--- src/rtl/dwd_pkg.sv ---
// ----------------------------------------------------------------------------
// dwd_pkg
// Shared types and constants for the double-word divider.
// ----------------------------------------------------------------------------
package dwd_pkg;

  // Working word width (16..64); the ports stay at IO_BITS.
  localparam int WORD_BITS = 64;
  localparam int IO_BITS   = 64;
  localparam int CNT_W     = $clog2(WORD_BITS);

  typedef logic [WORD_BITS-1:0] word_t;
  typedef logic [IO_BITS-1:0]   io_word_t;

  typedef enum logic [2:0] {
    ST_IDLE,
    ST_REDUCE,
    ST_CHECK,
    ST_DIVIDE,
    ST_DONE
  } state_t;

  // Sequencer to datapath
  typedef struct packed {
    logic load;
    logic reduce;
    logic shift;
    logic set_dz;
    logic set_ovf;
    logic emit;
  } ctrl_t;

  // Datapath to sequencer
  typedef struct packed {
    logic dv_zero;
    logic ge;
  } status_t;

endpackage

--- src/rtl/dwd_alu.sv ---
// ----------------------------------------------------------------------------
// dwd_alu
// Shared compare-and-subtract unit: one wide subtract per cycle.
// ----------------------------------------------------------------------------
module dwd_alu
  import dwd_pkg::*;
(
  input  logic [WORD_BITS:0] a_i,
  input  word_t              dv_i,
  output word_t              diff_o,
  output logic               ge_o
);

  // A carry bit in a_i makes it exceed any divisor, so the wide compare covers it.
  assign ge_o   = (a_i >= {1'b0, dv_i});
  assign diff_o = a_i[WORD_BITS-1:0] - dv_i;

endmodule

--- src/rtl/dwd_seq.sv ---
// ----------------------------------------------------------------------------
// dwd_seq
// Sequencer: divisor zero check and reduce, overflow check, one quotient bit per cycle, finish.
// ----------------------------------------------------------------------------
module dwd_seq
  import dwd_pkg::*;
(
  input  logic    clk,
  input  logic    rst_n,
  input  logic    start,
  input  status_t status_i,
  output ctrl_t   ctrl_o,
  output logic    busy_o
);

  state_t           state_r, state_nxt;
  logic [CNT_W-1:0] cnt_r,   cnt_nxt;

  always_ff @(posedge clk) begin
    if (!rst_n) begin
      state_r <= ST_IDLE;
      cnt_r   <= '0;
    end else begin
      state_r <= state_nxt;
      cnt_r   <= cnt_nxt;
    end
  end

  // Next state
  always_comb begin
    state_nxt = state_r;
    cnt_nxt   = cnt_r;
    unique case (state_r)
      ST_IDLE: begin
        if (start) begin
          state_nxt = ST_REDUCE;
        end
      end
      ST_REDUCE: begin
        state_nxt = status_i.dv_zero ? ST_DONE : ST_CHECK;
      end
      ST_CHECK: begin
        if (status_i.ge) begin
          state_nxt = ST_DONE;
        end else begin
          state_nxt = ST_DIVIDE;
          cnt_nxt   = CNT_W'(WORD_BITS - 1);
        end
      end
      ST_DIVIDE: begin
        cnt_nxt = cnt_r - 1'b1;
        if (cnt_r == '0) begin
          state_nxt = ST_DONE;
        end
      end
      ST_DONE: begin
        state_nxt = ST_IDLE;
      end
      default: begin
        state_nxt = ST_IDLE;
      end
    endcase
  end

  // Outputs
  always_comb begin
    ctrl_o = '0;
    unique case (state_r)
      ST_IDLE: begin
        ctrl_o.load = start;
      end
      ST_REDUCE: begin
        ctrl_o.reduce = !status_i.dv_zero;
        ctrl_o.set_dz = status_i.dv_zero;
      end
      ST_CHECK: begin
        ctrl_o.set_ovf = status_i.ge;
      end
      ST_DIVIDE: begin
        ctrl_o.shift = 1'b1;
      end
      ST_DONE: begin
        ctrl_o.emit = 1'b1;
      end
      default: begin
        ctrl_o = '0;
      end
    endcase
  end

  assign busy_o = (state_r != ST_IDLE);

endmodule

--- src/rtl/double_word_divider_top.sv ---
// ----------------------------------------------------------------------------
// double_word_divider_top
// Unsigned 128-by-64 division giving a 64-bit quotient, one bit per cycle.
// ----------------------------------------------------------------------------
// A transfer is taken at a rising edge with start high and busy low. The
// divisor is zero-checked, the high word is reduced by one subtraction if it
// is not below the divisor, and if it is still not below, the quotient
// saturates to all ones with quotient_overflow set. Otherwise a single shared
// compare-and-subtract unit retires one quotient bit per cycle, MSB first.
// The result on the out_ ports is marked by out_valid for exactly one cycle;
// there is no back-pressure, so sample it then or lose it. A zero divisor
// sets out_divide_by_zero and saturates the quotient to all ones too. busy
// drops in the cycle the result is shown, so a new transfer may follow right
// after. Input bits above WORD_BITS are ignored and the quotient is
// zero-extended to 64 bits.
// ----------------------------------------------------------------------------
module double_word_divider_top
  import dwd_pkg::*;
(
  input  logic     clk,
  input  logic     rst_n,
  input  logic     start,
  output logic     busy,
  input  io_word_t in_dividend_high,
  input  io_word_t in_dividend_low,
  input  io_word_t in_divisor,
  output logic     out_valid,
  output io_word_t out_quotient,
  output logic     out_divide_by_zero,
  output logic     out_quotient_overflow
);

  ctrl_t   ctrl;
  status_t status;

  // Working registers: partial remainder, low word that turns into the
  // quotient as bits shift in, and the divisor.
  word_t rem_r;
  word_t lo_r;
  word_t dv_r;
  logic  dz_r;
  logic  ovf_r;

  logic     out_valid_r;
  io_word_t out_quotient_r;
  logic     out_dz_r;
  logic     out_ovf_r;

  logic [WORD_BITS:0] alu_a;
  word_t              alu_diff;
  logic               alu_ge;

  dwd_seq u_seq (
    .clk      (clk),
    .rst_n    (rst_n),
    .start    (start),
    .status_i (status),
    .ctrl_o   (ctrl),
    .busy_o   (busy)
  );

  // Shift the next dividend bit in while dividing; plain compare otherwise.
  assign alu_a = ctrl.shift ? {rem_r, lo_r[WORD_BITS-1]} : {1'b0, rem_r};

  dwd_alu u_alu (
    .a_i    (alu_a),
    .dv_i   (dv_r),
    .diff_o (alu_diff),
    .ge_o   (alu_ge)
  );

  assign status.dv_zero = (dv_r == '0);
  assign status.ge      = alu_ge;

  // Datapath
  always_ff @(posedge clk) begin
    if (ctrl.load) begin
      rem_r <= in_dividend_high[WORD_BITS-1:0];
      lo_r  <= in_dividend_low[WORD_BITS-1:0];
      dv_r  <= in_divisor[WORD_BITS-1:0];
    end else if (ctrl.reduce) begin
      // single pre-subtraction of the high word
      if (alu_ge) begin
        rem_r <= alu_diff;
      end
    end else if (ctrl.shift) begin
      rem_r <= alu_ge ? alu_diff : alu_a[WORD_BITS-1:0];
      lo_r  <= {lo_r[WORD_BITS-2:0], alu_ge};
    end
  end

  // Error flags: clear on a new transfer, set by the sequencer
  always_ff @(posedge clk) begin
    if (!rst_n) begin
      dz_r  <= 1'b0;
      ovf_r <= 1'b0;
    end else if (ctrl.load) begin
      dz_r  <= 1'b0;
      ovf_r <= 1'b0;
    end else begin
      if (ctrl.set_dz) begin
        dz_r <= 1'b1;
      end
      if (ctrl.set_ovf) begin
        ovf_r <= 1'b1;
      end
    end
  end

  // Result register: strobe for one cycle
  always_ff @(posedge clk) begin
    if (!rst_n) begin
      out_valid_r <= 1'b0;
    end else begin
      out_valid_r <= ctrl.emit;
    end
  end

  always_ff @(posedge clk) begin
    if (ctrl.emit) begin
      out_quotient_r <= (dz_r || ovf_r) ? IO_BITS'({WORD_BITS{1'b1}}) : IO_BITS'(lo_r);
      out_dz_r       <= dz_r;
      out_ovf_r      <= ovf_r;
    end
  end

  assign out_valid             = out_valid_r;
  assign out_quotient          = out_quotient_r;
  assign out_divide_by_zero    = out_dz_r;
  assign out_quotient_overflow = out_ovf_r;

endmodule

--- config.mk ---
export PLATFORM = sky130hd
export DESIGN_NAME = double_word_divider_top
export DESIGN_NICKNAME = d
export VERILOG_FILES = /design/src/rtl/dwd_pkg.sv /design/src/rtl/dwd_alu.sv /design/src/rtl/dwd_seq.sv /design/src/rtl/double_word_divider_top.sv
export SDC_FILE = /design/constraint.sdc
export NUM_CORES = 1
export LEC_CHECK = 0
export ABC_AREA = 1
export BUFFER_PORTS_ARGS = -buffer_cell sky130_fd_sc_hd__clkbuf_2
export CORE_ASPECT_RATIO = 1.75
export CORE_MARGIN = 1
export CORE_UTILIZATION = 40
export CTS_CLUSTER_SIZE = 10
export DETAILED_ROUTE_END_ITERATION = 16
export PLACE_DENSITY = 0.62
export SLEW_MARGIN = 30
export SYNTH_ARGS = -nofsm -noshare
export SYNTH_HDL_FRONTEND = slang
export SYNTH_SLANG_ARGS = --single-unit
--- constraint.sdc ---
create_clock -name clk -period 10.85 [get_ports clk]
set_input_delay 1.085 -clock clk [delete_from_list [all_inputs] [get_ports clk]]
set_output_delay 1.085 -clock clk [all_outputs]
set_load 0.005 [all_outputs]
==> run summary, run 1 <==
CP max stage cell: nand3_4
top-count cell post-synth: nand2_1
P_leak: 11.3 nW
Crit Path Max Fanout: 74
Setup TNS: 0 ns
area leader, netlist: edfxtp_1
peak supply drop: 0.000239 V
Hold/Removal Path Class: reg2reg
drt wl/cell: 20.8 microns
Clock power frac: 0.142
fin. max-slew vios: 0
CTS Sinks: 270
remaining global-route overflow: 0
top routing layer in use: met4
Post-route DRC: 0
Layout area overhead: 15.0%
FP Rows: 103
Async S/R FF share, synth: 0
Synth area leaders: edfxtp_1, nand2_1, inv_1
Most common cell on crit path: nand2_1
hold_buf cts: 0
Max Cap Violations: 0
Initial Util: 0.407
Net Sw Power: 0.00385 W
clk_lat worst skew: 0.55 ns
fin crit period: 6.12 ns
post-CTS sizing: 0
Place WS: 4.72 ns
Int Pwr: 0.00373 W
Comb pwr share: 0.601
Mapped Area: 0.0184 sq mm
CP arrival: 6.52 ns
Seq/Total Area, Yosys: 0.433
Buf/Inv on CP: 6
final antenna-violating net count: 0
DRT iter0 DRCs: 1060
I/O Pins: 263
DP HPWL: 55.8 mm
I/O Buffers: 262
layout cell share with drive strength beyond 1: 0.127
top_reg_cell synth: edfxtp_1
DRT Pass-1 Iters: 7
Detail Route met2 WL: 37.6 mm
fmax: 0.163 GHz
initial antenna violation count: 2
Die X: 164 microns
gpl congestion: 1.03
Vias per Instance: 5.05
CP top delay family: simple AND/OR/NAND/NOR gates
CP peak stage delay: 0.75 ns
clock tree buffer depth: 3
Total GRT Usage: 0.303
YS warnings: 0
Fin. Hold Viols: 0
WL met3: 3.64 mm
Setup Crit Path Kind: reg2reg
period utilisation layout: 0.564
sw frac: 0.508
Mapped Cells: 2563
PD cells: 357 mW/mm^2
Max Clock Skew: 0.0300 ns
fill cell total of the finished layout: 4694
Worst Setup End Kind: register
count of cell types in the netlist: 35
DRT Wirelength: 70.3 mm
synthesized area per cell: 7.19 sq um
CP startpoint kind: register
Overall Power: 0.00757 W
pin count of the biggest net entering global routing: 99
via count: 17100
core area: 0.0452 sq mm
Post-Syn Nets: 2825
Die Ht: 286 microns
required time of the critical path: 11.24 ns
RSZ-0062 raised after global routing: no
CTS root buf: clkbuf_16
Post-synth EDFFs: 258
nets: 3059
die area: 0.0470 sq mm
Seq pwr share: 0.257
TritonCTS Buffers: 34
setup violators final: 0
first-pass GRT wire length: 104 mm
Worst Tran Pin Value: 0.995 ns
status: complete, no violations
CTS tree: built
synthesized flop and latch total: 270
area share of the leading cell type in the synthesized netlist: 0.420
WL met1: 22.7 mm
setup ws final: 4.73 ns
vias in the first global route: 17500
Slew headroom: 0.337
critical path cell sequence: inv_2 -> nor2_4 -> clkinv_2 -> buf_4 -> o21ai_0 -> ha_1 -> nand2_1 -> inv_1 -> nand2_1 -> nand2_1 -> inv_1 -> nand3_1 -> nand2_1 -> nand2_2 -> nand2_1 -> nand2_2 -> nand2_4 -> nand3_4 -> buf_12 -> nand3_1 -> nand3_1 -> nand2_1
Post-CTS Setup Inserts: 0
CTS H-tree lvls: 2
CTS clk-pin slew, worst paths: 0.06 ns
top post-synthesis cells by count: nand2_1, inv_1, edfxtp_1
-- routing by layer --
layer	track usage	vias up
li1	-	8464
met1	0.279	7882
met2	0.568	568
met3	0.0529	210
met4	0.245	0
met5	0	-
-- worst reg2reg max path, stage by stage, from the launching register on --
cell and delay, ns:
dfxtp_1 0.45, inv_2 0.10, nor2_4 0.25, clkinv_2 0.63, buf_4 0.65, o21ai_0 0.37, ha_1 0.34, nand2_1 0.16
inv_1 0.05, nand2_1 0.06, nand2_1 0.06, inv_1 0.05, nand3_1 0.19, nand2_1 0.14, nand2_2 0.08, nand2_1 0.08
nand2_2 0.08, nand2_4 0.69, nand3_4 0.78, buf_12 0.43, nand3_1 0.15, nand3_1 0.09, nand2_1 0.09
-- cell families after synthesis --
kind of cell,count (synthesis),share of synthesized area
and+or+nand+nor,1319,0.301
adders and majority gates,67,0.0459
xor gates and xnor gates,41,0.0195
DFF,270,0.433
AOI/OAI and AO/OA,215,0.0595
buffers and inverters,651,0.140
-- cells in the final DEF, fill, tap and decap left out, types with 2 or more instances in the layout --
cell type  synthesis  layout
inv_2              5       4
o21ai_0          143     143
clkbuf_16          0      34
a21oi_1           63      63
nand2_2            3       3
a31oi_1            2       2
nor4_1            10      10
nor2_4             2       4
buf_4              0       8
nand2_1          907     905
dfxtp_1           12      12
nor3_2             2       3
clkbuf_1          43       4
nor2_2             7       7
nand3_1          152     152
o21bai_1           6       6
clkbuf_2           0     262
nand3_2           11      11
ha_1              66      66
clkinv_1           2       5
nand2_4            0       2
inv_1            569     568
edfxtp_1         258     258
buf_6             16       2
clkinv_2           0       3
xor2_1            14      14
bufinv_16          0       2
xnor2_1           27      27
or2_2              4       4
nand4_1           83      83
nor2_1           120     118
nor3_1            14      13
diode_2            0       2
clkinv_8           0       2
-- power by group through the flow --
stage,combinational [W],sequential [W],clock (W)
CTS,0.00454,0.00195,0.00110
finish,0.00455,0.00194,0.00108
detailed placement,0.00452,0.00196,0
global route,0.00505,0.00198,0.00114
floorplan,0.00312,0.00191,0
global placement,0.00448,0.00196,0
-- area by class of cell --
cell class	count	area, sq um	share of cell area
tap	577	722	0.0341
multi-input combinational	1642	7890	0.372
sequential	270	7990	0.377
antenna	2	5.00	0.000236
timing repair buffer	273	1410	0.0667
clock inverter	9	139	0.00655
inverter	576	2160	0.102
clock buffer	39	880	0.0415
-- through the flow --
step / util / area, sq um / hold slack (ns) / instances
2_1_floorplan: - / 18400 / 0.431 / 2563
3_5_place_dp: 0.446 / 20200 / 0.500 / 3338
3_3_place_gp: 0.445 / 20100 / 0.493 / 3337
5_1_grt: 0.469 / 21200 / 0.533 / 3388
4_1_cts: 0.468 / 21200 / 0.509 / 3386
6_report: 0.469 / 21200 / 0.512 / 3388
-- sequential cells by signal, indices dropped and copies added, names as in the netlist --
| signal | cells |
|---|---|
| out_quotient_overflow | 1 |
| out_quotient | 64 |
| lo_r | 64 |
| u_seq.cnt_r | 6 |
| out_divide_by_zero | 1 |
| out_valid | 1 |
| rem_r | 64 |
| u_seq.state_r | 3 |
| dz_r | 1 |
| dv_r | 64 |
| ovf_r | 1 |
-- path summary, 6_finish.rpt --
| path | from | endpoint | slack [ns] | depth (start not counted) |
|---|---|---|---|---|
| worst max-delay path | u_seq.state_r[1]$_SDFFE_PN0P_ | rem_r[57]$_DFFE_PP_ | 4.73 | 22 |
| worst min-delay path | lo_r[34]$_DFFE_PP_ | out_quotient[34]$_SDFFCE_PP1P_ | 0.51 | 2 |
| worst max register to register | u_seq.state_r[1]$_SDFFE_PN0P_ | rem_r[57]$_DFFE_PP_ | 4.73 | 22 |
| worst min register to register | lo_r[34]$_DFFE_PP_ | out_quotient[34]$_SDFFCE_PP1P_ | 0.51 | 2 |
Note: power is estimated with default switching activity, not from simulation.
==> inputs of run 2 (changes only) <==
--- a/config.mk
+++ b/config.mk
@@ -12,7 +12,7 @@
 export CORE_UTILIZATION = 40
 export CTS_CLUSTER_SIZE = 10
 export DETAILED_ROUTE_END_ITERATION = 16
-export PLACE_DENSITY = 0.62
+export PLACE_DENSITY = 0.64
 export SLEW_MARGIN = 30
 export SYNTH_ARGS = -nofsm -noshare
 export SYNTH_HDL_FRONTEND = slang
==> constraint.sdc (replaced) <==
create_clock -name clk -period 5 [get_ports clk]
set_input_delay 0.5 -clock clk [delete_from_list [all_inputs] [get_ports clk]]
set_output_delay 0.5 -clock clk [all_outputs]
set_load 0.005 [all_outputs]
==> run 2 against run 1 <==
Effect of this change:
- sequential share of layout area shrank 1.1 points
- combinational power grew 140%
- non-clock buffer count grew 73
- global-route usage grew 0.80 points
- cell area grew 2.9%
- count of clock-buffer cells in the layout grew 9
- critical path type unchanged
- utilization grew 1.4 points
- maximum frequency grew 39%
- via count grew 2.3%
- hold slack lost 0.40 ns
- clock skew shrank 0.0036 ns
- clock power grew 110%
==> run summary, run 2 (synthesized netlist as in run 1, its figures left out) <==
initial antenna violation count: 3 (was 2)
die area: 0.0470 sq mm (unchanged)
Buf/Inv on CP: 3 (was 6)
CTS H-tree lvls: 2 (unchanged)
CP peak stage delay: 0.64 ns (was 0.75 ns)
final core utilization: 0.482 (was 0.469)
peak supply drop: 0.000573 V (was 0.000239 V)
I/O Buffers: 262 (unchanged)
CP arrival: 4.71 ns (was 6.52 ns)
via count: 17500 (was 17100)
required time of the critical path: 5.30 ns (was 11.24 ns)
worst hold margin: 0.112 ns (was 0.512 ns)
critical hold path startpoint: in_divisor[9] (was lo_r[34]$_DFFE_PP_)
fmax: 0.227 GHz (was 0.163 GHz)
CTS clk-pin slew, worst paths: 0.07 ns (was 0.06 ns)
DP Area: 0.0208 sq mm (was 0.0202 sq mm)
CP startpoint: u_seq.state_r[2]$_SDFFE_PN0P_ (was u_seq.state_r[1]$_SDFFE_PN0P_)
fin crit period: 4.41 ns (was 6.12 ns)
fill cell total of the finished layout: 4631 (was 4694)
CTS root buf: clkbuf_16 (unchanged)
CTS tree: built (unchanged)
CTS Sinks: 270 (unchanged)
Slew headroom: 0.363 (was 0.337)
period utilisation layout: 0.882 (was 0.564)
final antenna-violating net count: 0 (unchanged)
clk_lat worst skew: 0.56 ns (was 0.55 ns)
Hold/Removal Path Class: in2reg (was reg2reg)
Die X: 164 microns (unchanged)
setup violators final: 0 (unchanged)
CP max stage cell: fa_1 (was nand3_4)
CP top delay family: simple AND/OR/NAND/NOR gates (unchanged)
pin count of the biggest net entering global routing: 226 (was 99)
Worst Tran Pin Value: 0.956 ns (was 0.995 ns)
DRT Wirelength: 72.7 mm (was 70.3 mm)
RSZ-0062 raised after global routing: no (unchanged)
PD cells: 794 mW/mm^2 (was 357 mW/mm^2)
Die Ht: 286 microns (unchanged)
DRT Pass-1 Iters: 5 (was 7)
Worst Setup End Kind: register (unchanged)
P_leak: 11.6 nW (was 11.3 nW)
Fin. Hold Viols: 0 (unchanged)
TritonCTS Buffers: 34 (unchanged)
layout cell share with drive strength beyond 1: 0.149 (was 0.127)
FP Rows: 103 (unchanged)
post-CTS sizing: 0 (unchanged)
critical path cell sequence: inv_1 -> nand2_1 -> nor2_4 -> clkinv_2 -> buf_4 -> o21ai_0 -> fa_1 -> nand2_1 -> nand3_1 -> and2_1 -> nand2_1 -> nand3_1 -> nand2_1 -> nand2_1 -> xnor2_1 -> nand2_1 -> nand3_1 -> nand2_1 (was inv_2 -> nor2_4 -> clkinv_2 -> buf_4 -> o21ai_0 -> ha_1 -> nand2_1 -> inv_1 -> nand2_1 -> nand2_1 -> inv_1 -> nand3_1 -> nand2_1 -> nand2_2 -> nand2_1 -> nand2_2 -> nand2_4 -> nand3_4 -> buf_12 -> nand3_1 -> nand3_1 -> nand2_1)
first-pass GRT wire length: 106 mm (was 104 mm)
I/O Pins: 263 (unchanged)
finished layout cell area: 0.0218 sq mm (was 0.0212 sq mm)
Initial Util: 0.407 (unchanged)
Total GRT Usage: 0.311 (was 0.303)
commonest non-fill, non-tap cell in the layout: nand2_1 (unchanged)
clock tree buffer depth: 3 (unchanged)
Overall Power: 0.0173 W (was 0.00757 W)
drt wl/cell: 21.0 microns (was 20.8 microns)
hold_buf cts: 0 (unchanged)
Vias per Instance: 5.05 (about the same)
CP startpoint kind: register (unchanged)
fin. max-slew vios: 0 (unchanged)
Layout area overhead: 18.4% (was 15.0%)
remaining global-route overflow: 0 (unchanged)
Most common cell on crit path: nand2_1 (unchanged)
Post-CTS Setup Inserts: 0 (unchanged)
leading cell types in the layout, fill and taps excluded: nand2_1, inv_1, clkbuf_2 (unchanged)
DRT iter0 DRCs: 1021 (was 1060)
nets: 3132 (was 3059)
Setup TNS: 0 ns (unchanged)
Post-route DRC: 0 (unchanged)
Max Cap Violations: 0 (unchanged)
reg2reg start: u_seq.state_r[2]$_SDFFE_PN0P_ (was u_seq.state_r[1]$_SDFFE_PN0P_)
gpl congestion: 1.03 (about the same)
Setup Crit Path Kind: reg2reg (unchanged)
core area: 0.0452 sq mm (unchanged)
vias in the first global route: 17900 (was 17500)
Crit Path Max Fanout: 77 (was 74)
status: complete, no violations (unchanged)
Max Clock Skew: 0.0264 ns (was 0.0300 ns)
DP HPWL: 58.2 mm (was 55.8 mm)
==> run 2: changes by cell type in the layout (fill, tap and decap cells not counted), sizes merged <==
cell and delta:
inv +2, bufinv -2, clkbuf +9, clkinvlp +1, buf +73, clkinv -2
==> run 2: path summary, 6_finish.rpt <==
kind	slack, ns	depth (start not counted)	endpoint
setup / recovery	0.59	18	rem_r[36]$_DFFE_PP_
hold / removal	0.11	1	dv_r[9]$_DFFE_PP_
setup reg to reg	0.59	18	rem_r[36]$_DFFE_PP_
hold reg to reg	0.51	2	ovf_r$_SDFFE_PP0P_
==> run 2: area by class of cell <==
cell class              instances  area, sq um  area share
inverters                     576         2160      0.0991
diodes                          2         5.00    0.000229
clock inverters                 8          106     0.00487
repair buffers                346         2040      0.0936
flip-flops and latches        270         7990       0.366
multi-input cells            1642         7880       0.361
well taps                     577          722      0.0331
clock buffers                  48          913      0.0419
==> run 2: where the power goes <==
group | switching, W | internal, W | leakage [nW]
clock network | 0.00102 | 0.00129 | 0.488
logic | 0.00740 | 0.00341 | 8.58
registers | 0.000359 | 0.00385 | 2.54
total | 0.00878 | 0.00855 | 11.6
==> run 2: per-layer routing <==
metal | wire, microns | up-vias | global-route usage
met5 | 8 | - | 0
met4 | 7770 | 2 | 0.290
met3 | 4810 | 238 | 0.0766
met2 | 37200 | 617 | 0.561
met1 | 22900 | 8031 | 0.277
li1 | - | 8633 | -
==> run 2: through the flow <==
| step | worst slack, ns | instances |
|---|---|---|
| 2_1_floorplan | 0.535 | 2563 |
| 3_3_place_gp | 0.738 | 3411 |
| 3_5_place_dp | 0.697 | 3411 |
| 4_1_cts | 0.673 | 3467 |
| 5_1_grt | 0.403 | 3469 |
| 6_report | 0.591 | 3469 |
==> inputs of run 3 (changes only) <==
--- a/config.mk
+++ b/config.mk
@@ -12,7 +12,7 @@
 export CORE_UTILIZATION = 40
 export CTS_CLUSTER_SIZE = 10
 export DETAILED_ROUTE_END_ITERATION = 16
-export PLACE_DENSITY = 0.64
+export PLACE_DENSITY = 0.62
 export SLEW_MARGIN = 30
 export SYNTH_ARGS = -nofsm -noshare
 export SYNTH_HDL_FRONTEND = slang
==> constraint.sdc (replaced) <==
create_clock -name clk -period 4.58 [get_ports clk]
set_input_delay 0.458 -clock clk [delete_from_list [all_inputs] [get_ports clk]]
set_output_delay 0.458 -clock clk [all_outputs]
set_load 0.005 [all_outputs]
==> run 3 against run 2 <==
Effect of this change:
- sequential cell count unchanged
- total power rose by 2.7%
- clock skew down 0.016 ns
- utilization decreased by 0.82 points
- hold slack got worse by 0.079 ns
- sequential share of layout area rose by 0.63 points
- die area stayed put
- cell count down 1.3%
- combinational power hardly changed
- sequential power grew 9.3%
- count of clock-buffer cells in the layout down 1
- wire length fell by 10%
==> run summary, run 3 (synthesized netlist as in run 1, its figures left out) <==
Setup Crit Path Kind: reg2reg (unchanged)
via count: 17000 (was 17500)
Worst R2R Path Depth: 19 (was 18)
TritonCTS Buffers: 31 (was 34)
clock tree buffer depth: 3 (unchanged)
DRT Pass-1 Iters: 5 (unchanged)
nets: 3093 (was 3132)
CTS tree: built (unchanged)
DRT iter0 DRCs: 1053 (was 1021)
vias in the first global route: 17300 (was 17900)
Worst Tran Pin Value: 0.963 ns (was 0.956 ns)
Layout Cells excl Fill: 3425 (was 3469)
hold_buf cts: 0 (unchanged)
Die X: 164 microns (unchanged)
Layout area overhead: 16.4% (was 18.4%)
CTS H-tree lvls: 1 (was 2)
DP HPWL: 52.7 mm (was 58.2 mm)
Total GRT Usage: 0.277 (was 0.311)
Crit Path Max Fanout: 57 (was 77)
required time of the critical path: 4.93 ns (was 5.30 ns)
drt wl/cell: 19.0 microns (was 21.0 microns)
clk_lat worst skew: 0.60 ns (was 0.56 ns)
leading cell types in the layout, fill and taps excluded: nand2_1, inv_1, clkbuf_2 (unchanged)
initial antenna violation count: 1 (was 3)
Die Ht: 286 microns (unchanged)
setup violators final: 0 (unchanged)
placed cell count: 3374 (was 3411)
fin. max-slew vios: 0 (unchanged)
status: complete, no violations (unchanged)
CTS Sinks: 270 (unchanged)
Setup TNS: 0 ns (unchanged)
DP Area: 0.0205 sq mm (was 0.0208 sq mm)
fin crit period: 4.25 ns (was 4.41 ns)
CTS clk-pin slew, worst paths: 0.06 ns (was 0.07 ns)
Max Clock Skew: 0.0105 ns (was 0.0264 ns)
CTS root buf: clkbuf_16 (unchanged)
worst hold margin: 0.0330 ns (was 0.112 ns)
RSZ-0062 raised after global routing: no (unchanged)
Initial Util: 0.407 (unchanged)
I/O Pins: 263 (unchanged)
peak supply drop: 0.000426 V (was 0.000573 V)
Max Cap Violations: 0 (unchanged)
layout cell share with drive strength beyond 1: 0.136 (was 0.149)
fill cell total of the finished layout: 4678 (was 4631)
CP startpoint kind: register (unchanged)
CP arrival: 4.60 ns (was 4.71 ns)
gpl congestion: 1.01 (was 1.03)
I/O Buffers: 262 (unchanged)
finished layout cell area: 0.0215 sq mm (was 0.0218 sq mm)
DRT Wirelength: 65.1 mm (was 72.7 mm)
Vias per Instance: 4.97 (was 5.05)
remaining global-route overflow: 0 (unchanged)
Worst Setup End Kind: register (unchanged)
pin count of the biggest net entering global routing: 223 (was 226)
commonest non-fill, non-tap cell in the layout: nand2_1 (unchanged)
Post-route DRC: 0 (unchanged)
antenna cell count: 0 (was 2)
die area: 0.0470 sq mm (unchanged)
final core utilization: 0.474 (was 0.482)
P_leak: 11.4 nW (was 11.6 nW)
first-pass GRT wire length: 96.9 mm (was 106 mm)
hold path depth: 1 (unchanged)
final antenna-violating net count: 0 (unchanged)
FP Rows: 103 (unchanged)
PD cells: 829 mW/mm^2 (was 794 mW/mm^2)
Fin. Hold Viols: 0 (unchanged)
period utilisation layout: 0.928 (was 0.882)
Slew headroom: 0.358 (was 0.363)
fmax: 0.235 GHz (was 0.227 GHz)
core area: 0.0452 sq mm (unchanged)
Hold/Removal Path Class: in2reg (unchanged)
-- run 3: final timing paths --
check | start | endpoint | slack (ns)
max | u_seq.state_r[2]$_SDFFE_PN0P_ | rem_r[63]$_DFFE_PP_ | 0.33
min | in_divisor[56] | dv_r[56]$_DFFE_PP_ | 0.03
max reg2reg | u_seq.state_r[2]$_SDFFE_PN0P_ | rem_r[63]$_DFFE_PP_ | 0.33
min reg2reg | ovf_r$_SDFFE_PP0P_ | ovf_r$_SDFFE_PP0P_ | 0.52
-- run 3: power by group --
part / leakage (nW) / internal (W) / switching, W
Combinational: 8.43 / 0.00345 / 0.00746
Sequential: 2.54 / 0.00420 / 0.000392
Clock: 0.429 / 0.00130 / 0.000996
-- run 3: per-stage QoR --
step	setup slack, ns	power [W]
finish	0.331	0.0178
global route	0.0629	0.0192
CTS	0.173	0.0179
detailed placement	0.193	0.0155
global placement	0.254	0.0154
floorplan	0.115	0.0119
-- run 3: layout make-up --
cell class	count	area, sq um	area share
flip-flops and latches	270	7990	0.372
clock buffers	47	836	0.0390
clock inverters	3	55.1	0.00257
repair buffers	310	1800	0.0841
well taps	577	722	0.0337
inverters	576	2160	0.101
multi-input cells	1642	7880	0.367
-- run 3: repair_timing --
action                                  in CTS  in global routing
setup buffers                                0                  0
endpoints found under the setup margin       0                 72
resized for setup                            0                  1
-- run 3: metal layers --
metal	vias to the layer above	wire [microns]	GRT usage
li1	8559	-	-
met1	7746	22200	0.265
met2	530	34400	0.524
met3	183	3300	0.0442
met4	2	5150	0.197
met5	-	12	0
-- run 3: worst max-delay path, cell delays in order (launching register included) --
cell	delay [ns]
dfxtp_1	0.34
inv_1	0.09
nand2_1	0.13
nor2_4	0.08
inv_4	0.19
buf_4	0.48
o21ai_0	0.20
ha_1	0.41
nand2_1	0.14
nor2_1	0.22
nand2_1	0.15
clkinv_1	0.08
nand3_1	0.13
nor2_1	0.25
nand2_2	0.15
nand3_4	0.18
buf_12	0.20
nand3_1	0.28
nand3_1	0.17
nand2_1	0.06
